File: src/hce_pkg.sv
// ----------------------------------------------------------------------------
// hce_pkg
// Shared types, constants and helpers for the Hamiltonian cycle enumerator:
// sizes, item kinds, register indexes, controller states and the command and
// status bundles between controller and datapath.
// ----------------------------------------------------------------------------
package hce_pkg;

  localparam int MaxVertices = 16;
  localparam int VtxW        = 5;
  localparam int RowW        = MaxVertices;
  localparam int AdjIdxW     = $clog2(MaxVertices);
  localparam int PathDepth   = MaxVertices + 1;
  localparam int KindW       = 2;
  localparam int CfgIdxW     = 2;

  typedef enum logic [KindW-1:0] {
    KIND_LOAD    = 2'd0,
    KIND_FIND    = 2'd1,
    KIND_RESTART = 2'd2
  } kind_e;

  typedef enum logic [CfgIdxW-1:0] {
    CFG_VERTEX_COUNT = 2'd0,
    CFG_START_VERTEX = 2'd1
  } cfg_reg_e;

  typedef enum logic [2:0] {
    S_IDLE,
    S_ADV,
    S_LEVEL,
    S_FETCH,
    S_SCAN,
    S_CLOSE,
    S_EMIT,
    S_MISS
  } state_e;

  typedef struct packed {
    logic load;
    logic fresh;
    logic mark_done;
    logic seed;
    logic fetch_prev;
    logic fetch_cur;
    logic step;
    logic emit_init;
    logic emit;
    logic emit_nf;
  } cmd_t;

  typedef struct packed {
    logic done;
    logic n_lt2;
    logic depth_ok;
    logic scan_end;
    logic pick_ok;
    logic last_level;
    logic close_ok;
    logic emit_end;
  } status_t;

  // Edge bit of one adjacency row towards vertex col; outside 1..MaxVertices reads 0
  function automatic logic edge_bit(input logic [RowW-1:0] row,
                                    input logic [VtxW-1:0] col);
    logic [VtxW-1:0] col_m1;
    logic            in_range;
    col_m1   = col - VtxW'(1);
    in_range = (col >= VtxW'(1)) && (col <= VtxW'(MaxVertices));
    return in_range ? row[col_m1[AdjIdxW-1:0]] : 1'b0;
  endfunction

endpackage

File: src/hce_ctrl.sv
// ----------------------------------------------------------------------------
// hce_ctrl
// Search sequencer: accepts items, steps the depth-first search one level
// fetch or one candidate at a time, and sequences the result transfers.
// ----------------------------------------------------------------------------
module hce_ctrl (
  input  logic                            clk_i,
  input  logic                            rst_ni,
  input  logic                            start,
  output logic                            busy,
  input  logic [hce_pkg::KindW-1:0]       kind_i,
  input  hce_pkg::status_t                status_i,
  output hce_pkg::cmd_t                   cmd_o
);

  hce_pkg::state_e state_q, state_d;
  logic            accept;

  assign accept = start && (state_q == hce_pkg::S_IDLE);
  assign busy   = (state_q != hce_pkg::S_IDLE);

  always_comb begin
    state_d = state_q;
    unique case (state_q)
      hce_pkg::S_IDLE: begin
        if (accept && (kind_i == hce_pkg::KIND_FIND)) state_d = hce_pkg::S_ADV;
      end
      hce_pkg::S_ADV: begin
        if (status_i.done || status_i.n_lt2) state_d = hce_pkg::S_MISS;
        else state_d = hce_pkg::S_LEVEL;
      end
      hce_pkg::S_LEVEL: begin
        if (!status_i.depth_ok) state_d = hce_pkg::S_MISS;
        else state_d = hce_pkg::S_FETCH;
      end
      hce_pkg::S_FETCH: begin
        state_d = hce_pkg::S_SCAN;
      end
      hce_pkg::S_SCAN: begin
        if (status_i.scan_end) state_d = hce_pkg::S_LEVEL;
        else if (status_i.pick_ok) begin
          state_d = status_i.last_level ? hce_pkg::S_CLOSE : hce_pkg::S_LEVEL;
        end
      end
      hce_pkg::S_CLOSE: begin
        state_d = status_i.close_ok ? hce_pkg::S_EMIT : hce_pkg::S_LEVEL;
      end
      hce_pkg::S_EMIT: begin
        if (status_i.emit_end) state_d = hce_pkg::S_IDLE;
      end
      hce_pkg::S_MISS: begin
        state_d = hce_pkg::S_IDLE;
      end
      default: state_d = hce_pkg::S_IDLE;
    endcase
  end

  always_comb begin
    cmd_o = '0;
    unique case (state_q)
      hce_pkg::S_IDLE: begin
        cmd_o.load  = accept && (kind_i == hce_pkg::KIND_LOAD);
        cmd_o.fresh = accept && (kind_i == hce_pkg::KIND_RESTART);
      end
      hce_pkg::S_ADV: begin
        cmd_o.mark_done = !status_i.done && status_i.n_lt2;
        cmd_o.seed      = !status_i.done && !status_i.n_lt2;
      end
      hce_pkg::S_LEVEL: begin
        cmd_o.mark_done  = !status_i.depth_ok;
        cmd_o.fetch_prev = status_i.depth_ok;
      end
      hce_pkg::S_FETCH: cmd_o.fetch_cur = 1'b1;
      hce_pkg::S_SCAN:  cmd_o.step      = 1'b1;
      hce_pkg::S_CLOSE: cmd_o.emit_init = status_i.close_ok;
      hce_pkg::S_EMIT:  cmd_o.emit      = 1'b1;
      hce_pkg::S_MISS:  cmd_o.emit_nf   = 1'b1;
      default: cmd_o = '0;
    endcase
  end

  always_ff @(posedge clk_i or negedge rst_ni) begin
    if (!rst_ni) begin
      state_q <= hce_pkg::S_IDLE;
    end else begin
      state_q <= state_d;
    end
  end

endmodule

File: src/hce_datapath.sv
// ----------------------------------------------------------------------------
// hce_datapath
// Adjacency rows, path stack, on-path mask, search pointers and the result
// register, updated under the controller's commands.
// ----------------------------------------------------------------------------
module hce_datapath (
  input  logic                               clk_i,
  input  logic                               rst_ni,
  input  logic                               cfg_we_i,
  input  logic [hce_pkg::CfgIdxW-1:0]        cfg_index_i,
  input  logic [hce_pkg::VtxW-1:0]           cfg_data_i,
  input  logic [hce_pkg::VtxW-1:0]           row_index_i,
  input  logic [hce_pkg::RowW-1:0]           row_bits_i,
  input  hce_pkg::cmd_t                      cmd_i,
  output hce_pkg::status_t                   status_o,
  output logic                               valid_o,
  output logic [hce_pkg::VtxW-1:0]           vertex_o,
  output logic                               last_o,
  output logic                               found_o
);

  localparam logic [hce_pkg::VtxW-1:0] One  = hce_pkg::VtxW'(1);
  localparam logic [hce_pkg::VtxW-1:0] Two  = hce_pkg::VtxW'(2);
  localparam logic [hce_pkg::VtxW-1:0] MaxV = hce_pkg::VtxW'(hce_pkg::MaxVertices);

  logic [hce_pkg::VtxW-1:0] vcount_q, vcount_d;
  logic [hce_pkg::VtxW-1:0] startv_q, startv_d;
  logic [hce_pkg::RowW-1:0] adj_q [hce_pkg::MaxVertices];
  logic [hce_pkg::RowW-1:0] adj_d [hce_pkg::MaxVertices];
  logic [hce_pkg::VtxW-1:0] path_q [hce_pkg::PathDepth];
  logic [hce_pkg::VtxW-1:0] path_d [hce_pkg::PathDepth];
  logic [hce_pkg::VtxW-1:0] depth_q, depth_d;
  logic [hce_pkg::VtxW-1:0] prev_q, prev_d;
  logic [hce_pkg::VtxW-1:0] cand_q, cand_d;
  logic [hce_pkg::VtxW-1:0] idx_q, idx_d;
  logic [hce_pkg::RowW-1:0] on_path_q, on_path_d;
  logic                     done_q, done_d;
  logic                     valid_q, valid_d;
  logic [hce_pkg::VtxW-1:0] vertex_q, vertex_d;
  logic                     last_q, last_d;
  logic                     found_q, found_d;

  logic [hce_pkg::VtxW-1:0] n_eff;
  logic [hce_pkg::VtxW-1:0] cand_m1;
  logic                     cand_in;
  logic [hce_pkg::RowW-1:0] adj_row;
  logic [hce_pkg::VtxW-1:0] rd_addr;
  logic [hce_pkg::VtxW-1:0] rd_data;
  logic [hce_pkg::VtxW-1:0] rd_m1;
  logic [hce_pkg::VtxW-1:0] row_m1;
  logic [hce_pkg::VtxW-1:0] depth_p1;
  logic                     cfg_hit;
  logic                     fresh;

  assign n_eff    = (vcount_q > MaxV) ? MaxV : vcount_q;
  assign cand_m1  = cand_q - One;
  assign cand_in  = (cand_q >= One) && (cand_q <= MaxV);
  assign adj_row  = cand_in ? adj_q[cand_m1[hce_pkg::AdjIdxW-1:0]] : '0;
  assign row_m1   = row_index_i - One;
  assign depth_p1 = depth_q + One;

  assign status_o.done       = done_q;
  assign status_o.n_lt2      = (n_eff < Two);
  assign status_o.depth_ok   = (depth_q >= Two) && (depth_q <= n_eff);
  assign status_o.scan_end   = (cand_q > n_eff);
  assign status_o.pick_ok    = (cand_q <= n_eff) && cand_in
                               && hce_pkg::edge_bit(adj_row, prev_q)
                               && (cand_q != startv_q)
                               && !on_path_q[cand_m1[hce_pkg::AdjIdxW-1:0]];
  assign status_o.last_level = (depth_q == n_eff);
  assign status_o.close_ok   = hce_pkg::edge_bit(adj_row, startv_q);
  assign status_o.emit_end   = (idx_q == n_eff + One);

  always_comb begin
    if (cmd_i.fetch_prev) rd_addr = depth_q - One;
    else if (cmd_i.emit) rd_addr = status_o.emit_end ? One : idx_q;
    else rd_addr = depth_q;
  end

  assign rd_data = path_q[rd_addr];
  assign rd_m1   = rd_data - One;

  assign cfg_hit = cfg_we_i && ((cfg_index_i == hce_pkg::CFG_VERTEX_COUNT)
                               || (cfg_index_i == hce_pkg::CFG_START_VERTEX));
  assign fresh   = cmd_i.fresh || cfg_hit;

  always_comb begin
    vcount_d  = vcount_q;
    startv_d  = startv_q;
    adj_d     = adj_q;
    path_d    = path_q;
    depth_d   = depth_q;
    prev_d    = prev_q;
    cand_d    = cand_q;
    idx_d     = idx_q;
    on_path_d = on_path_q;
    done_d    = done_q;
    valid_d   = 1'b0;
    vertex_d  = vertex_q;
    last_d    = last_q;
    found_d   = found_q;

    if (cfg_we_i && (cfg_index_i == hce_pkg::CFG_VERTEX_COUNT)) vcount_d = cfg_data_i;
    if (cfg_we_i && (cfg_index_i == hce_pkg::CFG_START_VERTEX)) startv_d = cfg_data_i;

    if (cmd_i.load && (row_index_i >= One) && (row_index_i <= MaxV)) begin
      adj_d[row_m1[hce_pkg::AdjIdxW-1:0]] = row_bits_i;
    end

    if (fresh) begin
      path_d    = '{default: '0};
      depth_d   = Two;
      on_path_d = '0;
      done_d    = 1'b0;
    end

    if (cmd_i.mark_done) begin
      done_d  = 1'b1;
      depth_d = One;
    end

    if (cmd_i.seed) path_d[1] = startv_q;

    if (cmd_i.fetch_prev) prev_d = rd_data;

    if (cmd_i.fetch_cur) begin
      if ((rd_data >= One) && (rd_data <= MaxV)) begin
        on_path_d[rd_m1[hce_pkg::AdjIdxW-1:0]] = 1'b0;
      end
      cand_d = rd_data + One;
    end

    if (cmd_i.step) begin
      if (status_o.scan_end) begin
        // drop back one level
        path_d[depth_q] = '0;
        depth_d         = depth_q - One;
      end else if (status_o.pick_ok) begin
        path_d[depth_q] = cand_q;
        on_path_d[cand_m1[hce_pkg::AdjIdxW-1:0]] = 1'b1;
        if (!status_o.last_level) begin
          depth_d          = depth_p1;
          path_d[depth_p1] = '0;
        end
      end else begin
        cand_d = cand_q + One;
      end
    end

    if (cmd_i.emit_init) idx_d = One;

    if (cmd_i.emit) begin
      valid_d  = 1'b1;
      vertex_d = rd_data;
      last_d   = status_o.emit_end;
      found_d  = 1'b1;
      idx_d    = idx_q + One;
    end

    if (cmd_i.emit_nf) begin
      valid_d  = 1'b1;
      vertex_d = '0;
      last_d   = 1'b1;
      found_d  = 1'b0;
    end
  end

  always_ff @(posedge clk_i or negedge rst_ni) begin
    if (!rst_ni) begin
      vcount_q  <= hce_pkg::VtxW'(hce_pkg::MaxVertices);
      startv_q  <= One;
      adj_q     <= '{default: '0};
      path_q    <= '{default: '0};
      depth_q   <= Two;
      on_path_q <= '0;
      done_q    <= 1'b0;
      valid_q   <= 1'b0;
    end else begin
      vcount_q  <= vcount_d;
      startv_q  <= startv_d;
      adj_q     <= adj_d;
      path_q    <= path_d;
      depth_q   <= depth_d;
      on_path_q <= on_path_d;
      done_q    <= done_d;
      valid_q   <= valid_d;
    end
  end

  always_ff @(posedge clk_i) begin
    prev_q   <= prev_d;
    cand_q   <= cand_d;
    idx_q    <= idx_d;
    vertex_q <= vertex_d;
    last_q   <= last_d;
    found_q  <= found_d;
  end

  assign valid_o  = valid_q;
  assign vertex_o = vertex_q;
  assign last_o   = last_q;
  assign found_o  = found_q;

endmodule

File: src/hamiltonian_cycle_enumerator.sv
// ----------------------------------------------------------------------------
// hamiltonian_cycle_enumerator
// Depth-first enumeration of Hamiltonian cycles in a directed graph of up to
// sixteen vertices, resumed one cycle per find request.
// ----------------------------------------------------------------------------
// Items are taken when start is high and busy is low. Load-row and restart
// items complete in the cycle they are taken and give no result. A find
// request tests one candidate vertex per cycle against one adjacency row
// while scanning, fetches the previous and current path entries for each
// level visited and checks the closing edge of each full path; its length
// is data dependent, and an exhausted search goes straight to not-found.
// Results are then transferred on consecutive cycles, one per valid_o pulse,
// n + 1 for a cycle or one not-found result; the receiver cannot stall and
// must take each result in the cycle it is shown. Configuration writes are
// taken at any edge with cfg_we_i high, must be made while busy is low and no
// result is pending, and restart the search.
module hamiltonian_cycle_enumerator (
  input  logic                          clk_i,
  input  logic                          rst_ni,
  input  logic                          cfg_we_i,
  input  logic [hce_pkg::CfgIdxW-1:0]   cfg_index_i,
  input  logic [hce_pkg::VtxW-1:0]      cfg_data_i,
  input  logic                          start,
  output logic                          busy,
  input  logic [hce_pkg::KindW-1:0]     kind_i,
  input  logic [hce_pkg::VtxW-1:0]      row_index_i,
  input  logic [hce_pkg::RowW-1:0]      row_bits_i,
  output logic                          valid_o,
  output logic [hce_pkg::VtxW-1:0]      vertex_o,
  output logic                          last_o,
  output logic                          found_o
);

  hce_pkg::cmd_t    cmd;
  hce_pkg::status_t status;

  hce_ctrl u_ctrl (
    .clk_i    (clk_i),
    .rst_ni   (rst_ni),
    .start    (start),
    .busy     (busy),
    .kind_i   (kind_i),
    .status_i (status),
    .cmd_o    (cmd)
  );

  hce_datapath u_datapath (
    .clk_i       (clk_i),
    .rst_ni      (rst_ni),
    .cfg_we_i    (cfg_we_i),
    .cfg_index_i (cfg_index_i),
    .cfg_data_i  (cfg_data_i),
    .row_index_i (row_index_i),
    .row_bits_i  (row_bits_i),
    .cmd_i       (cmd),
    .status_o    (status),
    .valid_o     (valid_o),
    .vertex_o    (vertex_o),
    .last_o      (last_o),
    .found_o     (found_o)
  );

endmodule
File: config.mk
export PLATFORM = sky130hd
export DESIGN_NAME = hamiltonian_cycle_enumerator
export DESIGN_NICKNAME = d
export VERILOG_FILES = /design/src/hce_pkg.sv /design/src/hce_ctrl.sv /design/src/hce_datapath.sv /design/src/hamiltonian_cycle_enumerator.sv
export SDC_FILE = /design/constraint.sdc
export NUM_CORES = 1
export LEC_CHECK = 0
export BUFFER_PORTS_ARGS = -buffer_cell sky130_fd_sc_hd__buf_4
export CAP_MARGIN = 20
export CORE_ASPECT_RATIO = 0.5
export CORE_MARGIN = 1
export CORE_UTILIZATION = 45
export DETAILED_ROUTE_END_ITERATION = 10
export GPL_TIMING_DRIVEN = 1
export SLEW_MARGIN = 20
export SYNTH_ARGS = -nofsm -noshare
export SYNTH_HDL_FRONTEND = slang
export SYNTH_SLANG_ARGS = --single-unit
File: constraint.sdc
create_clock -name clk_i -period 10.5 [get_ports clk_i]
set_clock_uncertainty 0.05 [all_clocks]
set_input_delay 1.05 -clock clk_i [delete_from_list [all_inputs] [get_ports clk_i]]
set_output_delay 1.05 -clock clk_i [all_outputs]
set_load 0.05 [all_outputs]
Word-level counts from Yosys, hierarchy flattened
Index checks and enable logic that the tools add are counted.
{ "word_totals": {"reg_bits": 399, "in_bits": 34, "out_inout_bits": 9, "elab_cells": 231} }
{ "classes": {"add_sub_neg": 11, "order_cmp": 30, "eq_ne": 16, "mux": 77, "n_bitwise": 12, "reduce_logical": 39} }
{ "op_table": {"columns": ["operator", "n"], "rows": [
  ["$mux W85", 5],
  ["$bwmux W256", 1],
  ["$and A85 B85 Y85", 2],
  ["$not A85 Y85", 2],
  ["$mux W16", 10],
  ["$mux W5", 21],
  ["$bwmux W85", 1],
  ["$bmux W16 S4", 1],
  ["$demux W16 S4", 1],
  ["$demux W5 S5", 2],
  ["$add A5 B1 Y5 const B", 5],
  ["$bmux W5 S5", 1],
  ["$ge A5 B1 Y1 const B", 5],
  ["$le A5 B5 Y1 const B", 5],
  ["$logic_and A1 B1 Y1", 25],
  ["$mux W3", 8],
  ["$pmux W3 S8", 1],
  ["$lt A4 B5 Y1 const B", 4],
  ["$sub A4 B1 Y4 const B", 5],
  ["$ge A6 B6 Y1 const B", 3],
  ["$mux W1", 18],
  ["$not A5 Y6", 3],
  ["$and A16 B16 Y16", 1],
  ["$not A16 Y16", 1],
  ["other kinds (33)", 54]
]} }

Longest topological paths before layout
Gate-level depths: netlist of run 1.
{ "logic_depth": {"word_depth": 24, "ltp_mapped": 24, "depth_no_buf": 20} }

Hierarchy
Synthesis of run 1 repeated with hierarchy kept, for this count alone.
{ "hier_totals": {"hier_cells": 1818, "area_unflattened_um2": 21540.7} }
{ "by_module_without_submodules": {"columns": ["module", "instances", "cells_each", "area_each_um2", "seq_area_each_um2"], "rows": [
  ["hce_datapath", 1, 1770, 21182.8, 9903.2],
  ["hce_ctrl", 1, 48, 357.8, 75.1]
]} }

Least setup slack after synthesis of run 1
Ideal clock, no wire load.
{ "synth_timing": {"kind": "register -> register", "startpoint": "reg u_datapath.cand_q[0] (netlist bit)", "endpoint": "reg u_datapath.cand_q[4] (netlist bit)", "setup_ps": 135, "arrival_time_ps": 4571, "t_required_ps": 10315, "slack_ps": 5743, "stages_incl_launch_ff": 21, "path_buffers": 7, "period_less_slack_ps": 4757, "cell_sequence": "dfxtp_1 -> buf_2 -> buf_6 -> buf_4 -> buf_1 -> inv_1 -> ha_1 -> buf_2 -> buf_2 -> buf_2 -> mux4_2 -> mux4_2 -> nand2_1 -> mux4_2 -> mux4_2 -> o21ai_1 -> nor2_1 -> and3_1 -> nor3_1 -> a21o_1 -> a21oi_1"} }
{ "synth_via": {"elab_chain_cells": 15, "elab_cells_between_ends": 26, "classes_between": "2 x add/sub; 4 x order compare; 1 x eq/ne; 12 x mux; 1 x bitwise; 6 x reduce/logical"} }
{ "synth_lines": {"columns": ["element", "line", "text"], "rows": [
  ["start: declaration", "hce_datapath.sv:34", "logic [hce_pkg::VtxW-1:0] cand_q, cand_d;"],
  ["start signal: assignment", "hce_datapath.sv:192", "cand_q <= cand_d;"],
  ["$sub A4 B1 Y4", "hce_datapath.sv:56", "assign cand_m1 = cand_q - One;"],
  ["$not A4 Y5 (not written as such)", "hce_datapath.sv:58", "assign adj_row = cand_in ? adj_q[cand_m1[hce_pkg::AdjIdxW-1:0]] : '0;"],
  ["$bmux W16 S4", "hce_datapath.sv:58", null],
  ["$mux W16 (not written as such) (2 in series)", "hce_datapath.sv:58", null],
  ["$mux W16", "hce_datapath.sv:58", null],
  ["$bmux W1 S4", "hce_pkg.sv:70", "return in_range ? row[col_m1[AdjIdxW-1:0]] : 1'b0;"],
  ["$mux W1 (not written as such)", "hce_pkg.sv:70", null],
  ["$mux W1", "hce_pkg.sv:70", null],
  ["$logic_and A1 B1 Y1", "hce_datapath.sv:67", "&& hce_pkg::edge_bit(adj_row, prev_q)"],
  ["$logic_and A1 B1 Y1", "hce_datapath.sv:68", "&& (cand_q != startv_q)"],
  ["$logic_and A1 B1 Y1", "hce_datapath.sv:69", "&& !on_path_q[cand_m1[hce_pkg::AdjIdxW-1:0]];"],
  ["$mux W5", "hce_datapath.sv:138", "end else if (status_o.pick_ok) begin"],
  ["$mux W5 *", "hce_datapath.sv:134", "if (status_o.scan_end) begin"],
  ["$mux W5 *", "hce_datapath.sv:133", "if (cmd_i.step) begin"],
  ["via u_datapath.cand_d (one bit)", "hce_datapath.sv:34", null]
]} }
The timed path passes the listed nets; every way through them passes the cells marked *. The select of a mux whose other input is x is not followed.
A chain may end at the register's enable or synchronous reset.

Worst setup path in the final report of run 1
{ "layout_timing": {"startpoint": "reg u_datapath.depth_q[2] (netlist bit)", "endpoint": "reg u_datapath.on_path_q[1] (netlist bit)"} }
{ "layout_via": {"elab_chain_cells": 21, "elab_cells_between_ends": 28, "classes_between": "2 x add/sub; 6 x order compare; 13 x mux; 4 x bitwise; 3 x reduce/logical"} }
{ "layout_lines": {"columns": ["element", "line", "text"], "rows": [
  ["start: declaration", "hce_datapath.sv:32", "logic [hce_pkg::VtxW-1:0] depth_q, depth_d;"],
  ["start signal: assignment", "hce_datapath.sv:174", "depth_q <= Two;"],
  ["start signal: assignment", "hce_datapath.sv:183", "depth_q <= depth_d;"],
  ["$ge A5 B2 Y1 or $le A5 B5 Y1 (tied branches)", "hce_datapath.sv:64", "assign status_o.depth_ok = (depth_q >= Two) && (depth_q <= n_eff);"],
  ["$logic_and A1 B1 Y1", "hce_datapath.sv:64", null],
  ["$mux W1", "hce_ctrl.sv:60", "unique case (state_q)"],
  ["$mux W5 *", "hce_datapath.sv:75", "if (cmd_i.fetch_prev) rd_addr = depth_q - One;"],
  ["$not A5 Y6 (not written as such) *", "hce_datapath.sv:80", "assign rd_data = path_q[rd_addr];"],
  ["$bmux W5 S5 *", "hce_datapath.sv:80", null],
  ["$mux W5 (not written as such) * (2 in series)", "hce_datapath.sv:80", null],
  ["via u_datapath.rd_data (one bit)", "hce_datapath.sv:48", "logic [hce_pkg::VtxW-1:0] rd_data;"],
  ["(+6 left out)", null, null],
  ["$and A16 B16 Y16 (no source line)", null, null],
  ["$mux W16 *", "hce_datapath.sv:127", "if ((rd_data >= One) && (rd_data <= MaxV)) begin"],
  ["$mux W16 *", "hce_datapath.sv:126", "if (cmd_i.fetch_cur) begin"],
  ["$or A16 B16 Y16 (no source line)", null, null],
  ["$mux W16", "hce_datapath.sv:138", null],
  ["$mux W16", "hce_datapath.sv:134", null],
  ["$mux W16 *", "hce_datapath.sv:133", null],
  ["via u_datapath.on_path_d (one bit)", "hce_datapath.sv:36", "logic [hce_pkg::RowW-1:0] on_path_q, on_path_d;"],
  ["end signal: assignment", "hce_datapath.sv:184", "on_path_q <= on_path_d;"],
  ["end: declaration", "hce_datapath.sv:36", null]
]} }
Marked as above.

==> results of run 1 <==
-- layout by cell type (no fill, tap or decap), types with 12 or more instances in the layout --
cell       netlist  layout
dfrtp_1        374     374
mux2_2         269     269
nand2_1        160     158
mux4_2          94      94
nor2_1          81      80
buf_4            7      73
o21ai_0         64      64
a22o_1          51      51
a21oi_1         42      41
clkbuf_16        0      39
nand3_1         34      34
ha_1            33      32
inv_1           27      27
a32o_1          22      22
nor3_1          21      20
mux2i_1         20      20
clkbuf_1        72      13
nor2b_1         17      12
and3_1          12      12
o22ai_1         13      12
xnor2_1         12      12
-- routing by layer --
metal	global-route usage	share of wire	routed length (um)	vias up
met5	0	0	0	-
met4	0.0873	0.032	1900	0
met3	0.0442	0.061	3680	106
met2	0.419	0.47	28200	470
met1	0.354	0.44	26100	7590
li1	-	-	-	6306
-- layout make-up --
type                            instances  area [sq um]  area share
Clock buffer                           59          1120      0.0489
Sequential cell                       399          9980       0.435
Inverter                               28           105     0.00458
Timing Repair Buffer                   76           602      0.0262
Multi-Input combinational cell       1140         10200       0.445
Tap cell                              598           748      0.0326
Clock inverter                         10           156     0.00682
-- power by group through the flow --
stage	Combinational, W	Sequential (W)	Clock [W]
2_1_floorplan	0.00191	0.00185	0
3_3_place_gp	0.00261	0.00188	0
3_5_place_dp	0.00264	0.00190	0
4_1_cts	0.00265	0.00187	0.00147
5_1_grt	0.00287	0.00189	0.00153
6_report	0.00268	0.00187	0.00144
-- cells in the mapped netlist (10+ instances only) --
cell      number  area [sq um]
o22ai_1       13          81.3
a21oi_1       42           210
mux4_2        94          2120
a22o_1        51           447
nor2_1        81           304
mux2_2       269          3030
and3_1        12          75.1
xnor2_1       12           105
nand3_1       34           170
clkbuf_1      72           270
dfrtp_1      374          9360
o21ai_0       64           320
nor2b_1       17           106
a32o_1        22           220
nor3_1        21           105
and2_1        11          68.8
ha_1          33           413
nand2_1      160           601
buf_2         20           100
inv_1         27           101
edfxtp_1      10           300
mux2i_1       20           200
dfxtp_1       12           240
-- worst max path at each step --
stage / cells after the start / slack, ns / start / endpoint
after floorplan: 20 / 5.74 / u_datapath.cand_q[0] / u_datapath.cand_q[4]
after global placement: 18 / 4.88 / u_datapath.depth_q[2] / u_datapath.on_path_q[2]
after detailed placement: 17 / 4.79 / u_datapath.depth_q[2] / u_datapath.on_path_q[1]
after CTS: 17 / 4.77 / u_datapath.depth_q[2] / u_datapath.on_path_q[1]
after global routing: 18 / 4.28 / u_datapath.depth_q[2] / u_datapath.on_path_q[1]
final: 18 / 4.68 / u_datapath.depth_q[2] / u_datapath.on_path_q[1]
-- stage by stage --
| stage | hold slack [ns] | total power (W) |
|---|---|---|
| after floorplan | 0.395 | 0.00376 |
| after global placement | 0.396 | 0.00450 |
| after detailed placement | 0.395 | 0.00454 |
| after CTS | 0.405 | 0.00599 |
| after global routing | 0.425 | 0.00630 |
| final | 0.400 | 0.00599 |
-- tightest hold or removal path, cell delays in order (launching register included) --
cell	delay, ns
dfxtp_1	0.31
nand2_1	0.05
nand2_1	0.04
-- logic make-up after synthesis --
group           synth area share
simple gates              0.0918
fa+ha+maj                 0.0199
buf+inv                   0.0295
compound gates             0.109
mux                        0.258
xor+xnor                  0.0104
flops                      0.482
==> metrics, run 1 <==
status=finished clean; clock root buffer master=clkbuf_16; synthesis warning total=0; RSZ-0062 raised after global routing=no; max FFs per register=approximately 260; WHS Endpoint=u_datapath.found_o; fmax=172 MHz; TNS Setup=0 ns; CP max stage delay=just under 0.9 ns; vias in the first global route=15100; Initial Utilization=0.458; post-CTS resize count=0; Max FO, Critical Path=26; Skew-Pair Late Insertion Delay=between 0.5 and 0.6 ns; R2R Path End=u_datapath.on_path_q[1]; Post-synth EDFFs=10; delay-heaviest family, CP=simple AND/OR/NAND/NOR gates; drt first pass iters=7; Largest Register=u_datapath.adj_q; Hold Buf Count CTS=0; cell mode on critical path=nor2_1; first-pass GRT wire length=92800 um; internal power=roughly 0.0035 W; Max Cap Violations=0; Avg Vias per Cell=between 6 and 7; port buffer count=42; clk buf depth=3; Global Route Usage Sum=0.259; Buf+Inv Stages, Crit Path=3; Sw Ratio=0.419; largest net degree at the start of global routing=105; Tightest Hold Check Type=flip-flop to flip-flop; dpl ws=4.79 ns; Clk pwr share=0.240; Sequential Power Share=0.312; Most used DFF post-synth=dfrtp_1; Routed WL per cell=25.9 um; clock-pin slew of the registers on the worst-case setup and hold paths=approximately 0.06 ns; initial antenna violation count=0; ANT cells=0; Pwr per Cell Area=approximately 260 nW/um^2; Worst-Margin Slew=between 1 and 1.5 ns; Nets=1751; dpl hpwl=39100 um; setup slack, reg-to-reg=~4.7 ns; CP endpoint kind=flip-flop; Finished Core Util=0.506; CP max stage cell=dfrtp_1; Peak VDD IR=between 0.2 and 0.25 mV; Setup-failing EPs final=0; Die ar.=47000 sq um; share of post-route cells with drive strength above 1=0.317; Filler cells=slightly below 4000; ys async rst share=0.945; Die Y=approximately 150 um; htree depth=2; post-synthesis sequential area ratio=0.482; worst r2r path cells=18; DRC=0; RePlAce Congestion=~0.9; WL final=roughly 60000 um; Slew Limit Fails=0; Synth Cell Area=20700 sq um; critical path type=flip-flop to flip-flop; crit path DAT=~6.2 ns; top-level I/O count=between 40 and 50; Final Cycle Share=0.554; Mapped Cells=1678; Iteration-0 DRC Markers=1077; Design Area, Final=approximately 23000 sq um; Hold Startpoint=u_datapath.found_o; Net Switching=between 0.002 and 0.003 W; dpl cell area=21600 sq um; shortest period the worst path allows=between 5 and 6 ns; final hold violations=0; element type at the critical path start=flip-flop; via count=14500; PnR worst setup slack=~4.7 ns; syn avg cell area=approximately 12 sq um; R2R Path Start=u_datapath.depth_q[2]; worst hold stages=2; post-CTS setup buffers=0; CP Cell Sequence=ha_1 > and3_1 > o21ai_1 > a31oi_2 > nor2_1 > a2bb2oi_1 > buf_4 > nor2_1 > nand3_1 > o311a_1 > nor2_1 > inv_1 > ha_1 > inv_1 > a41oi_1 > o21ai_2 > o311ai_0 > o21ai_0; area grow syn2layout=10.7%; Distinct cells, synth=90; syn_nets=roughly 1700; CTS sink cnt=~400; placed cell count=between 2000 and 2500; worst relative slew slack=0.234; Die X=between 300 and 400 um; Rows=between 50 and 60; grt total ovfl=0; post-route ant nets=0; biggest regs=u_datapath.adj_q: 256 flops, u_datapath.path_q: 85 flops, u_datapath.on_path_q: 16 flops; register bit total from synthesis=~400; CTS tree=done; Pleak=10.2 nW; Critical Path RT=roughly 11 ns; area of the core=~45000 sq um; CTS buffer count=39; Logic pwr share=0.447; Final Instance Count excl. Fillers=between 2000 and 2500
Power figures use the tool's default switching activity.
==> inputs of run 2 (changes only) <==
==> constraint.sdc (replaced) <==
create_clock -name clk_i -period 4.9 [get_ports clk_i]
set_clock_uncertainty 0.05 [all_clocks]
set_input_delay 0.49 -clock clk_i [delete_from_list [all_inputs] [get_ports clk_i]]
set_output_delay 0.49 -clock clk_i [all_outputs]
set_load 0.05 [all_outputs]
==> metrics, run 2 (synthesized netlist as in run 1, its figures left out) <==
Die X=305 um (unchanged); Pleak=10.5 nW (was 10.2 nW); Rows=55 (unchanged); CP max stage cell=dfstp_2 (was dfrtp_1); dpl ws=-0.190 ns (was 4.79 ns); PnR worst setup slack=0.151 ns (was 4.68 ns); Worst-Margin Slew=1.09 ns (was 1.15 ns); Avg Vias per Cell=6.20 (was 6.26); Hold Startpoint=cfg_data_i[4] (was u_datapath.found_o); Pwr per Cell Area=573 nW/um^2 (was 261 nW/um^2); CTS tree=done (unchanged); Slew Limit Fails=0 (unchanged); placed cell count=2285 (was 2240); area grow syn2layout=14.1% (was 10.7%); R2R Path Start=u_datapath.vcount_q[4] (was u_datapath.depth_q[2]); delay-heaviest family, CP=compound AO/OA/AOI/OAI gates (was simple AND/OR/NAND/NOR gates); first-pass GRT wire length=94200 um (was 92800 um); Peak VDD IR=0.337 mV (was 0.204 mV); clk buf depth=3 (unchanged); Tightest Hold Check Type=input pin to flip-flop (was flip-flop to flip-flop); Worst setup startpoint=u_datapath.vcount_q[4] (was u_datapath.depth_q[2]); Final Cycle Share=0.969 (was 0.554); Filler cells=3880 (was 3886); biggest regs=u_datapath.adj_q: 256 flops, u_datapath.path_q: 85 flops, u_datapath.on_path_q: 16 flops (unchanged); CP endpoint kind=flip-flop (unchanged); share of post-route cells with drive strength above 1=0.354 (was 0.317); max FFs per register=256 (unchanged); Setup-failing EPs final=0 (unchanged); Iteration-0 DRC Markers=1085 (was 1077); via count=14600 (was 14500); dpl cell area=22000 sq um (was 21600 sq um); Die Y=154 um (unchanged); setup slack, reg-to-reg=0.15 ns (was 4.68 ns); Final Instance Count excl. Fillers=2362 (was 2310); vias in the first global route=15200 (was 15100); critical path type=flip-flop to flip-flop (unchanged); WL final=61100 um (was 59900 um); fmax=211 MHz (was 172 MHz); DRC=0 (unchanged); final hold violations=0 (unchanged); ANT cells=0 (unchanged); grt total ovfl=0 (unchanged); CTS sink cnt=399 (unchanged); Skew-Pair Late Insertion Delay=0.56 ns (about the same); htree depth=2 (unchanged); Buf+Inv Stages, Crit Path=6 (was 3); clock root buffer master=clkbuf_16 (unchanged); drt first pass iters=5 (was 7); RSZ-0062 raised after global routing=no (unchanged); Max FO, Critical Path=18 (was 26); worst relative slew slack=0.267 (was 0.234); cell mode on critical path=buf_4 (was nor2_1); area of the core=45300 sq um (unchanged); Hold WS=0.117 ns (was 0.400 ns); CP max stage delay=0.58 ns (was 0.87 ns); Routed WL per cell=25.9 um (about the same); crit path DAT=5.13 ns (was 6.22 ns); TNS Setup=0 ns (unchanged); shortest period the worst path allows=4.75 ns (was 5.82 ns); Initial Utilization=0.458 (unchanged); Largest Register=u_datapath.adj_q (unchanged); post-route ant nets=0 (unchanged); element type at the critical path start=flip-flop (unchanged); status=finished clean (unchanged); Design Area, Final=23600 sq um (was 22900 sq um); port buffer count=42 (unchanged); Nets=1806 (was 1751); initial antenna violation count=0 (unchanged); CTS buffer count=38 (was 39); RePlAce Congestion=0.957 (was 0.907); top-level I/O count=43 (unchanged); clock-pin slew of the registers on the worst-case setup and hold paths=0.06 ns (about the same); CP Cell Sequence=buf_4 > nor2b_1 > buf_4 > ha_1 > and3_4 > a31o_2 > a311oi_2 > buf_4 > nor3_4 > buf_12 > mux2i_1 > a2111oi_4 > a221o_1 > nor2_1 > buf_4 > ha_2 > inv_1 > nor2_4 > a22oi_1 > and3_1 > a211o_1 (was ha_1 > and3_1 > o21ai_1 > a31oi_2 > nor2_1 > a2bb2oi_1 > buf_4 > nor2_1 > nand3_1 > o311a_1 > nor2_1 > inv_1 > ha_1 > inv_1 > a41oi_1 > o21ai_2 > o311ai_0 > o21ai_0); dpl hpwl=40900 um (was 39100 um); Max Cap Violations=0 (unchanged); largest net degree at the start of global routing=104 (was 105); Critical Path RT=5.28 ns (was 10.90 ns); commonest non-fill, non-tap cell in the layout=dfrtp_1 (unchanged); Global Route Usage Sum=0.263 (was 0.259); most frequent cells in the layout=dfrtp_1 (374), mux2_2 (269), nand2_1 (156) (was dfrtp_1 (374), mux2_2 (269), nand2_1 (158)); Die ar.=47000 sq um (unchanged)
run 2: path summary, 6_finish.rpt:
path                                       endpoint  cells past startpoint
min reg2reg                      u_datapath.found_o                      2
max in group asynchronous     u_datapath.adj_q[177]                      3
max reg2reg                u_datapath.on_path_q[12]                     21
min                          u_datapath.vcount_q[4]                      3
min in group asynchronous     u_datapath.path_q[19]                      2
max                        u_datapath.on_path_q[12]                     21
run 2: metrics by stage:
stage               utilization  power (W)
CTS                       0.515     0.0132
finish                    0.522     0.0135
detailed placement        0.487     0.0101
global placement          0.487     0.0101
floorplan                     -    0.00806
global route              0.522     0.0142
run 2: timing repair:
action,CTS,global route
cloned,0,2
buffers inserted,2,5
gates resized for setup,4,47
hold endpoints to repair,81,0
hold buffers,1,0
pin swaps,1,13
setup endpoints to repair,15,17
run 2: layer usage:
layer	vias to the layer above	wire [um]	track usage
met5	-	0	0
met4	0	1550	0.0692
met3	101	3210	0.0368
met2	428	29400	0.439
met1	7703	27000	0.362
li1	6403	-	-
run 2: area by class of cell:
cell class | instances | area (sq um) | share of cell area
sequential | 399 | 9980 | 0.422
multi-input combinational | 1142 | 10500 | 0.443
timing repair buffer | 130 | 1130 | 0.0479
inverter | 28 | 105 | 0.00445
tap | 598 | 748 | 0.0316
clock buffer | 55 | 1080 | 0.0455
clock inverter | 10 | 130 | 0.00550
run 2: worst min-delay path, stage by stage:
cell and delay, ns:
buf_4 0.09, nand2_1 0.04, o21ai_0 0.06
run 2: power by group:
part,switching (W),internal [W]
Sequential,0.000294,0.00367
Clock,0.00130,0.00164
Combinational,0.00407,0.00256
